`src/rtl/core/lsf_pkg.sv`:
```
`timescale 1ns / 1ps
package lsf_pkg;

    localparam int DEF_MAX_POINTS   = 1024;
    localparam int DEF_SAMPLE_WIDTH = 16;

    // fraction bits of slope (Q16.16) and r_squared (Q1.16)
    localparam int FRAC_BITS = 16;
    // quotient magnitude kept by the divider before saturation
    localparam int QT_W = 34;
    localparam int RES_W = 32;
    localparam int R2_W = 17;
    localparam int ST_W = 2;

    localparam logic [QT_W-1:0] LIM_S32 = 34'h07FFFFFFF;
    localparam logic [QT_W-1:0] LIM_R2  = 34'h000010000;

    localparam logic [ST_W-1:0] ST_OK      = 2'd0;
    localparam logic [ST_W-1:0] ST_TOO_FEW = 2'd1;
    localparam logic [ST_W-1:0] ST_X_CONST = 2'd2;
    localparam logic [ST_W-1:0] ST_Y_CONST = 2'd3;

    localparam logic [3:0] MUL_NXX  = 4'd0;
    localparam logic [3:0] MUL_XX   = 4'd1;
    localparam logic [3:0] MUL_NYY  = 4'd2;
    localparam logic [3:0] MUL_YY   = 4'd3;
    localparam logic [3:0] MUL_NXY  = 4'd4;
    localparam logic [3:0] MUL_XY   = 4'd5;
    localparam logic [3:0] MUL_YXX  = 4'd6;
    localparam logic [3:0] MUL_XXY  = 4'd7;
    localparam logic [3:0] MUL_DEN  = 4'd8;
    localparam logic [3:0] MUL_SXY2 = 4'd9;

    localparam logic [1:0] DIV_MEAN  = 2'd0;
    localparam logic [1:0] DIV_SLOPE = 2'd1;
    localparam logic [1:0] DIV_ICPT  = 2'd2;
    localparam logic [1:0] DIV_R2    = 2'd3;

    typedef struct packed {
        logic            accum;
        logic            clear_sums;
        logic            res_clear;
        logic            set_status;
        logic [ST_W-1:0] status_val;
        logic            r2_one;
        logic            mul_start;
        logic [3:0]      mul_op;
        logic            div_start;
        logic [1:0]      div_op;
    } lsf_cmd_t;

    typedef struct packed {
        logic n_lt2;
        logic sxx_zero;
        logic syy_zero;
        logic mul_done;
        logic div_done;
    } lsf_sts_t;

endpackage

```
`src/rtl/core/lsf_ctrl.sv`:
```
`timescale 1ns / 1ps
// Sequencer: accept points, then step the multiplier and divider through the fit.
module lsf_ctrl (
    input  logic              clk,
    input  logic              rst_n,
    input  logic              start,
    input  logic              last_point,
    output logic              busy,
    output logic              done,
    output lsf_pkg::lsf_cmd_t cmd,
    input  lsf_pkg::lsf_sts_t sts
);
    import lsf_pkg::*;

    localparam logic [4:0] S_IDLE   = 5'd0;
    localparam logic [4:0] S_CHECK  = 5'd1;
    localparam logic [4:0] S_NXX    = 5'd2;
    localparam logic [4:0] S_XX     = 5'd3;
    localparam logic [4:0] S_NYY    = 5'd4;
    localparam logic [4:0] S_YY     = 5'd5;
    localparam logic [4:0] S_NXY    = 5'd6;
    localparam logic [4:0] S_XY     = 5'd7;
    localparam logic [4:0] S_BRANCH = 5'd8;
    localparam logic [4:0] S_MEAN   = 5'd9;
    localparam logic [4:0] S_SLOPE  = 5'd10;
    localparam logic [4:0] S_YXX    = 5'd11;
    localparam logic [4:0] S_XXY    = 5'd12;
    localparam logic [4:0] S_ICPT   = 5'd13;
    localparam logic [4:0] S_YCHK   = 5'd14;
    localparam logic [4:0] S_DEN    = 5'd15;
    localparam logic [4:0] S_SXY2   = 5'd16;
    localparam logic [4:0] S_R2     = 5'd17;
    localparam logic [4:0] S_EMIT   = 5'd18;

    logic [4:0] state_reg, state_next;
    logic       go_reg, go_next;

    always_comb
    begin
        state_next     = state_reg;
        cmd            = '0;
        cmd.status_val = ST_OK;
        cmd.mul_op     = MUL_NXX;
        cmd.div_op     = DIV_MEAN;
        case (state_reg)
            S_IDLE:
            begin
                cmd.accum = start;
                if (start && last_point)
                begin
                    state_next = S_CHECK;
                end
            end
            S_CHECK:
            begin
                cmd.res_clear = 1'b1;
                if (sts.n_lt2)
                begin
                    cmd.set_status = 1'b1;
                    cmd.status_val = ST_TOO_FEW;
                    state_next     = S_EMIT;
                end
                else
                begin
                    state_next = S_NXX;
                end
            end
            S_NXX:
            begin
                cmd.mul_op = MUL_NXX;
                if (sts.mul_done) state_next = S_XX;
            end
            S_XX:
            begin
                cmd.mul_op = MUL_XX;
                if (sts.mul_done) state_next = S_NYY;
            end
            S_NYY:
            begin
                cmd.mul_op = MUL_NYY;
                if (sts.mul_done) state_next = S_YY;
            end
            S_YY:
            begin
                cmd.mul_op = MUL_YY;
                if (sts.mul_done) state_next = S_NXY;
            end
            S_NXY:
            begin
                cmd.mul_op = MUL_NXY;
                if (sts.mul_done) state_next = S_XY;
            end
            S_XY:
            begin
                cmd.mul_op = MUL_XY;
                if (sts.mul_done) state_next = S_BRANCH;
            end
            S_BRANCH:
            begin
                if (sts.sxx_zero)
                begin
                    cmd.set_status = 1'b1;
                    cmd.status_val = ST_X_CONST;
                    state_next     = S_MEAN;
                end
                else
                begin
                    state_next = S_SLOPE;
                end
            end
            S_MEAN:
            begin
                cmd.div_op = DIV_MEAN;
                if (sts.div_done) state_next = S_EMIT;
            end
            S_SLOPE:
            begin
                cmd.div_op = DIV_SLOPE;
                if (sts.div_done) state_next = S_YXX;
            end
            S_YXX:
            begin
                cmd.mul_op = MUL_YXX;
                if (sts.mul_done) state_next = S_XXY;
            end
            S_XXY:
            begin
                cmd.mul_op = MUL_XXY;
                if (sts.mul_done) state_next = S_ICPT;
            end
            S_ICPT:
            begin
                cmd.div_op = DIV_ICPT;
                if (sts.div_done) state_next = S_YCHK;
            end
            S_YCHK:
            begin
                if (sts.syy_zero)
                begin
                    cmd.set_status = 1'b1;
                    cmd.status_val = ST_Y_CONST;
                    cmd.r2_one     = 1'b1;
                    state_next     = S_EMIT;
                end
                else
                begin
                    state_next = S_DEN;
                end
            end
            S_DEN:
            begin
                cmd.mul_op = MUL_DEN;
                if (sts.mul_done) state_next = S_SXY2;
            end
            S_SXY2:
            begin
                cmd.mul_op = MUL_SXY2;
                if (sts.mul_done) state_next = S_R2;
            end
            S_R2:
            begin
                cmd.div_op = DIV_R2;
                if (sts.div_done) state_next = S_EMIT;
            end
            S_EMIT:
            begin
                cmd.clear_sums = 1'b1;
                state_next     = S_IDLE;
            end
            default:
            begin
                state_next = S_IDLE;
            end
        endcase

        // kick the unit once, on the first cycle of its state
        case (state_reg)
            S_NXX, S_XX, S_NYY, S_YY, S_NXY, S_XY, S_YXX, S_XXY, S_DEN, S_SXY2:
                cmd.mul_start = go_reg;
            S_MEAN, S_SLOPE, S_ICPT, S_R2:
                cmd.div_start = go_reg;
            default:
                cmd.mul_start = 1'b0;
        endcase
    end

    assign go_next = state_next != state_reg;

    always_ff @(posedge clk or negedge rst_n)
    begin
        if (!rst_n)
        begin
            state_reg <= S_IDLE;
            go_reg    <= 1'b0;
        end
        else
        begin
            state_reg <= state_next;
            go_reg    <= go_next;
        end
    end

    assign busy = state_reg != S_IDLE;
    assign done = state_reg == S_EMIT;

`ifndef NO_ASSERTIONS
    a_done_then_idle: assert property (@(posedge clk) disable iff (!rst_n)
        done |=> !busy)
        else $error("fit did not return to idle after its result");

    a_one_unit: assert property (@(posedge clk) disable iff (!rst_n)
        !(cmd.mul_start && cmd.div_start))
        else $error("multiplier and divider started together");

    a_no_restart: assert property (@(posedge clk) disable iff (!rst_n)
        sts.mul_done |-> !cmd.mul_start && !cmd.div_start)
        else $error("unit started while a product completes");

    a_accum_idle: assert property (@(posedge clk) disable iff (!rst_n)
        cmd.accum |-> !busy && !sts.mul_done && !sts.div_done)
        else $error("point accumulated while the fit runs");
`endif

endmodule

```
`config.mk`:
```
export PLATFORM = sky130hd
export DESIGN_NAME = lsf_ctrl
export DESIGN_NICKNAME = d
export VERILOG_FILES = /design/src/rtl/core/lsf_pkg.sv /design/src/rtl/core/lsf_ctrl.sv
export SDC_FILE = /design/constraint.sdc
export NUM_CORES = 1
export LEC_CHECK = 0
export ABC_AREA = 1
export ABC_CLOCK_PERIOD_IN_PS = 2520
export BUFFER_PORTS_ARGS = -buffer_cell sky130_fd_sc_hd__buf_2
export CAP_MARGIN = 20
export CORE_MARGIN = 1.5
export CORE_UTILIZATION = 55
export CTS_CLUSTER_SIZE = 8
export DETAILED_ROUTE_END_ITERATION = 8
export PLACE_DENSITY = 0.84
export RECOVER_POWER = 25
export SLEW_MARGIN = 20
export SYNTH_ARGS = -nofsm -noshare
export SYNTH_HDL_FRONTEND = slang
export SYNTH_SLANG_ARGS = --single-unit
```
`constraint.sdc`:
```
create_clock -name clk -period 2.52 [get_ports clk]
set_input_delay 0.126 -clock clk [delete_from_list [all_inputs] [get_ports clk]]
set_output_delay 0.126 -clock clk [all_outputs]
set_load 0.05 [all_outputs]
```
==> results of run 1 <==
-- power breakdown --
group          switching, W  internal (W)
Clock             0.0000364     0.0000540
Combinational      0.000856      0.000256
Sequential        0.0000858      0.000142
Total              0.000978      0.000452
-- metrics by stage --
stage / total power [W] / util, %
final: 0.00143 / 66.9
after global routing: 0.00152 / 66.9
after CTS: 0.00141 / 66.9
after detailed placement: 0.00132 / 64.8
after global placement: 0.00130 / 64.8
after floorplan: 0.00113 / -
-- cell type report --
class | count | area (um^2) | area share [%]
clock buffers | 3 | 22.5 | 2.24
inverters | 22 | 82.6 | 8.20
multi-input cells | 122 | 598 | 59.4
flip-flops and latches | 6 | 150 | 14.9
well taps | 16 | 20.0 | 1.99
repair buffers | 26 | 134 | 13.3
-- kinds of logic after synthesis --
kind of cell | share of synthesized area (%)
and+or+nand+nor | 60.1
buffers and inverters | 16.1
AOI/OAI and AO/OA | 6.79
DFF | 17.0
-- layout by cell type (no fill, tap or decap) --
cell type      Yosys  final
a32oi_1            1      1
nor2_1            23     23
nor4_1             2      1
o21ai_0            5      5
clkbuf_1           0      1
and2_1             1      1
nand4_2            1      1
a41oi_1            1      1
nor2_4             1      1
nor2_2             4      4
dfrtp_1            6      6
nand2_2            2      2
nand3_1           22     22
inv_1             20     20
nor3_1             1      1
nand4_1           11     11
dlygate4sd3_1      0      1
inv_2              2      2
nand3_2            2      2
nor4_2             0      1
a31oi_1            2      2
nand2_1           41     41
a21oi_1            1      1
clkbuf_4           0      3
buf_2              0     24
nand3b_1           1      1
-- metal layers --
layer / vias up / global-route usage, %
met3: 18 / 8.09
met5: - / 0
met2: 83 / 44.8
met1: 499 / 38.0
met4: 0 / 17.0
li1: 565 / -
-- worst max path at each step --
stage            startpoint     end  slack [ns]  cells after the start
2_1_floorplan  state_reg[3]  cmd[7]        0.18                      6
3_3_place_gp   state_reg[2]  cmd[7]        0.79                      6
3_5_place_dp   state_reg[0]  cmd[7]        0.65                      6
4_1_cts        state_reg[1]  cmd[7]        0.39                      6
5_1_grt        state_reg[1]  cmd[7]        0.23                      6
6_report       state_reg[1]  cmd[7]        0.33                      6
-- repair_timing --
action | 4_1_cts | 5_1_grt
gates resized for setup | 0 | 0
hold buffers | 1 | 0
hold endpoints to repair | 6 | 0
==> results.cfg, run 1 <==
[detailed_routing]
top_layer = met4
routed_wl_um = 2570
vias_per_cell = 5.97
wl_per_cell_um = 13.2
drc = 0
dr.pass1.iters = 4
dr_wl_met2_um = 1150
final_antenna_net_count = 0
dr_wl_met3_um = 302
drt_iter0_drc = 74
met1_length_um = 1020
vias = 1165

[yosys]
synth.largest_area_cell = nand2_1
synth.top_cells.by_count = 41 x nand2_1, 23 x nor2_1, 22 x nand3_1, 20 x inv_1, 11 x nand4_1
synth_edf_count = 0
synth_seq_cells = 6
ys_warn_count = 0
synth_fp_nets = 164
ys_seq_area_share_pct = 17.0
syn_inst = 155
synth_area_leaders = nand2_1 17%, dfrtp_1 17%, nand3_1 12%, nor2_1 9.8%, inv_1 8.5%
synth_cell_type_count = 24
netlist_area_um2 = 885
synth_ff_type = dfrtp_1
avgSynthCellArea_um2 = 5.71
yosysMostFrequentCell = nand2_1
synth_top_cell_area_share_pct = 17.4
synthArstFlopShare_pct = 100

[grt]
grt_pass1_vias = 1002
grt_pass1_wl_um = 4270
grt_use_total_pct = 29.9
antenna_found_initial = 0
gr-total-overflow = 0
grt_max_degree = 21

[sta]
worst_slew_pin_slew_ns = 0.485
setup_viol = 0
setup_tns_ns = 0
slew_headroom_pct = 67.5
holdWs_ns = 0.283
final_max_slew_viol_count = 0
min_period_over_period_pct = 86.9
hold_viol_final = 0
rsz0062_at_grt = no
worst_slack_ns = 0.330
fin_crit_ns = 2.19
fin_skew_ns = 0.00536
fmax_ghz = 0.457

[placement]
portBuffers = 25
place_ws_ns = 0.647
dp.cells = 191
dpl-instance-area_um2 = 976
place.gp.congestion = 0.987
hpwl_um = 2020

[clocking]
cts_made_buffers = 3
cts_tree = yes
cts_root_buffer = clkbuf_4
post_cts_buffers = 0
clkLatencyLatePin_ns = 0.25
clock_path_buffers = 2
clk_pin_slew_ns = 0.05
cts.sinks = 6
htreeDepth = 1

[setup_path]
timing.rr.end = go_reg
start_kind = flip-flop
slowest_stage = dfrtp_1
reg2reg_from = state_reg[2]
path_class = flip-flop to output pin
cp_data_required_time_ns = 2.39
slowest_delay_ns = 0.45
reg2regPathDepth = 8
crit_family = simple AND/OR/NAND/NOR gates
crit_chain = nor2_1 > inv_1 > nor3_1 > nor4_1 > a31oi_1 > buf_2
end_kind = output pin
path_buf_inv = 2
cp_max_fo = 7
worstPathArrival_ns = 2.06
reg2reg_slack_ns = 0.69

[floorplanning]
core_area_mm2 = 0.00151
ioPinCount = 26
initial_utilization_pct = 58.7
die_area_mm2 = 0.00186
die_y_um = 43.1
rows = 14
die_w_um = 43.1

[power_and_ir_drop]
power_leakage_nw = 0.632
peakVddDrop_mv = 0.750
powerDensity_mw_per_mm2 = 1420

[final_layout]
antennaDiodeCount = 0
area.growth.synth_to_final_pct = 13.9
stdcell_count = 195
num-fill-cells = 137
final_area_mm2 = 0.00101
fin_nets = 190
drive_above_1_share_pct = 22.3
largest_reg_flops = 5

[status]
status = finished, final reports clean

[min_path]
hold_class = input pin to asynchronous set/reset pin

[job]
cap_violations = 0
Note: power is estimated with default switching activity, not from simulation.
==> inputs of run 2 (changes only) <==
Settings changed: MAX_ROUTING_LAYER set to met4.
==> run 2 against run 1 <==
  * Flip-flop and latch count stayed put
  * Combinational power hardly changed
  * Critical path depth stayed put
  * Register-to-register slack worse by 0.03 ns
  * Highest routed layer unchanged
==> results.cfg, run 2 (synthesis gave the netlist of run 1 again) <==
[detailed_routing]
wl_per_cell_um = 13.4
routed_wl_um = 2610
drt_iter0_drc = 76
vias = 1143
drc = 0
dr.pass1.iters = 6
vias_per_cell = 5.86
final_antenna_net_count = 0

[grt]
antenna_found_initial = 0
use_met2_pct = 47.8
busiest_layer = met2
use_met3_pct = 4.26
grt_pass1_vias = 985
grt_max_degree = 21
grt_use_total_pct = 30.1
use_met1_pct = 41.1
grt_pass1_wl_um = 4260
gr-total-overflow = 0

[placement]
place_ws_ns = 0.678
dp.cells = 191
hpwl_um = 2050
place.gp.congestion = 1.01
portBuffers = 25

[power_and_ir_drop]
swShare_pct = 68.4
power_frac_seq_pct = 15.7
powerDensity_mw_per_mm2 = 1420
p_sw_w = 0.000978
intPower_w = 0.000451
clock_power_share_pct = 5.8
finalPower_w = 0.00143
peakVddDrop_mv = 0.808
p_comb_share_pct = 78.5
power_leakage_nw = 0.632

[clocking]
htreeDepth = 1
clock_path_buffers = 2
post_cts_buffers = 0
cts.sinks = 6
clk_pin_slew_ns = 0.04
cts_root_buffer = clkbuf_4
cts_tree = yes
cts-resized-gates = 0
hold_buffers = 1
cts_made_buffers = 3
clkLatencyLatePin_ns = 0.24

[floorplanning]
core_area_mm2 = 0.00151
die_y_um = 43.1
initial_utilization_pct = 58.7
die_w_um = 43.1
ioPinCount = 26
die_area_mm2 = 0.00186
rows = 14

[final_layout]
final_cell_mix = 41 x nand2_1, 24 x buf_2, 23 x nor2_1
area.growth.synth_to_final_pct = 13.9
largest_reg_flops = 5
fin_nets = 190
final_util_pct = 66.9
drive_above_1_share_pct = 22.3
antennaDiodeCount = 0
stdcell_count = 195
layout_commonest_cell = nand2_1

[sta]
fin_skew_ns = 0.00420
slew_headroom_pct = 71.1
final_max_slew_viol_count = 0
setup_tns_ns = 0
setup_viol = 0
fin_crit_ns = 2.15
rsz0062_at_grt = no
worst_slack_ns = 0.367
hold_viol_final = 0
min_period_over_period_pct = 85.4
worst_slew_pin_slew_ns = 0.431
fmax_ghz = 0.465

[setup_path]
slowest_delay_ns = 0.52
path_class = flip-flop to output pin
reg2reg_from = state_reg[2]
end_kind = output pin
timing.rr.end = go_reg
cp_max_fo = 10
reg2regPathDepth = 8
critPathCapture = cmd[7]
reg2reg_slack_ns = 0.66
worstPathArrival_ns = 2.03
crit_start = state_reg[2]
cp_data_required_time_ns = 2.39
slowest_stage = dfrtp_1
start_kind = flip-flop
crit_chain = nor2_2 > nand3_1 > nand2_1 > nor4_1 > a31oi_1 > buf_2

[min_path]
hold_class = input pin to asynchronous set/reset pin

[job]
cap_violations = 0

[status]
status = finished, final reports clean
run 2: cell counts in the layout (fill, tap and decap cells not counted):
Identical to the previous run, type by type.
run 2: metrics by stage:
step | hold WS [ns] | cell area [um^2]
2_1_floorplan | -0.170 | 891
3_3_place_gp | -0.0495 | 976
3_5_place_dp | -0.0454 | 976
4_1_cts | 0.239 | 1010
5_1_grt | 0.322 | 1010
6_report | 0.284 | 1010
run 2: area by class of cell:
type                       instances  area [um^2]
clock buffer                       3         22.5
fill                             145          499
inverter                          22         82.6
multi-input combinational        122          598
sequential                         6          150
tap                               16         20.0
timing repair buffer              26          134
run 2: worst min-delay path by stage:
stage | slack, ns | end | startpoint
after floorplan | -0.17 | go_reg | rst_n
after global placement | -0.05 | state_reg[2] | rst_n
after detailed placement | -0.05 | state_reg[2] | rst_n
after CTS | 0.24 | state_reg[0] | rst_n
after global routing | 0.32 | state_reg[3] | rst_n
final | 0.28 | state_reg[0] | rst_n
run 2: power groups by stage:
stage	sequential (W)	combinational (W)	clock (W)
CTS	0.000222	0.00110	0.0000866
floorplan	0.000182	0.000949	0
detailed placement	0.000225	0.00110	0
finish	0.000225	0.00112	0.0000834
global route	0.000231	0.00121	0.0000926
global placement	0.000219	0.00108	0
run 2: layer usage:
layer / up-vias / share of wire (%)
met5: - / 0
met4: 0 / 2.0
met3: 6 / 12
met2: 89 / 45
met1: 480 / 41
li1: 568 / -
run 2: worst max-delay path, delay by kind of cell (launching register included):
kind / cells / cell delay, ns
buffers and inverters: 1 / 0.28
AOI/OAI and AO/OA: 1 / 0.13
and+or+nand+nor: 4 / 0.85
DFF: 1 / 0.52
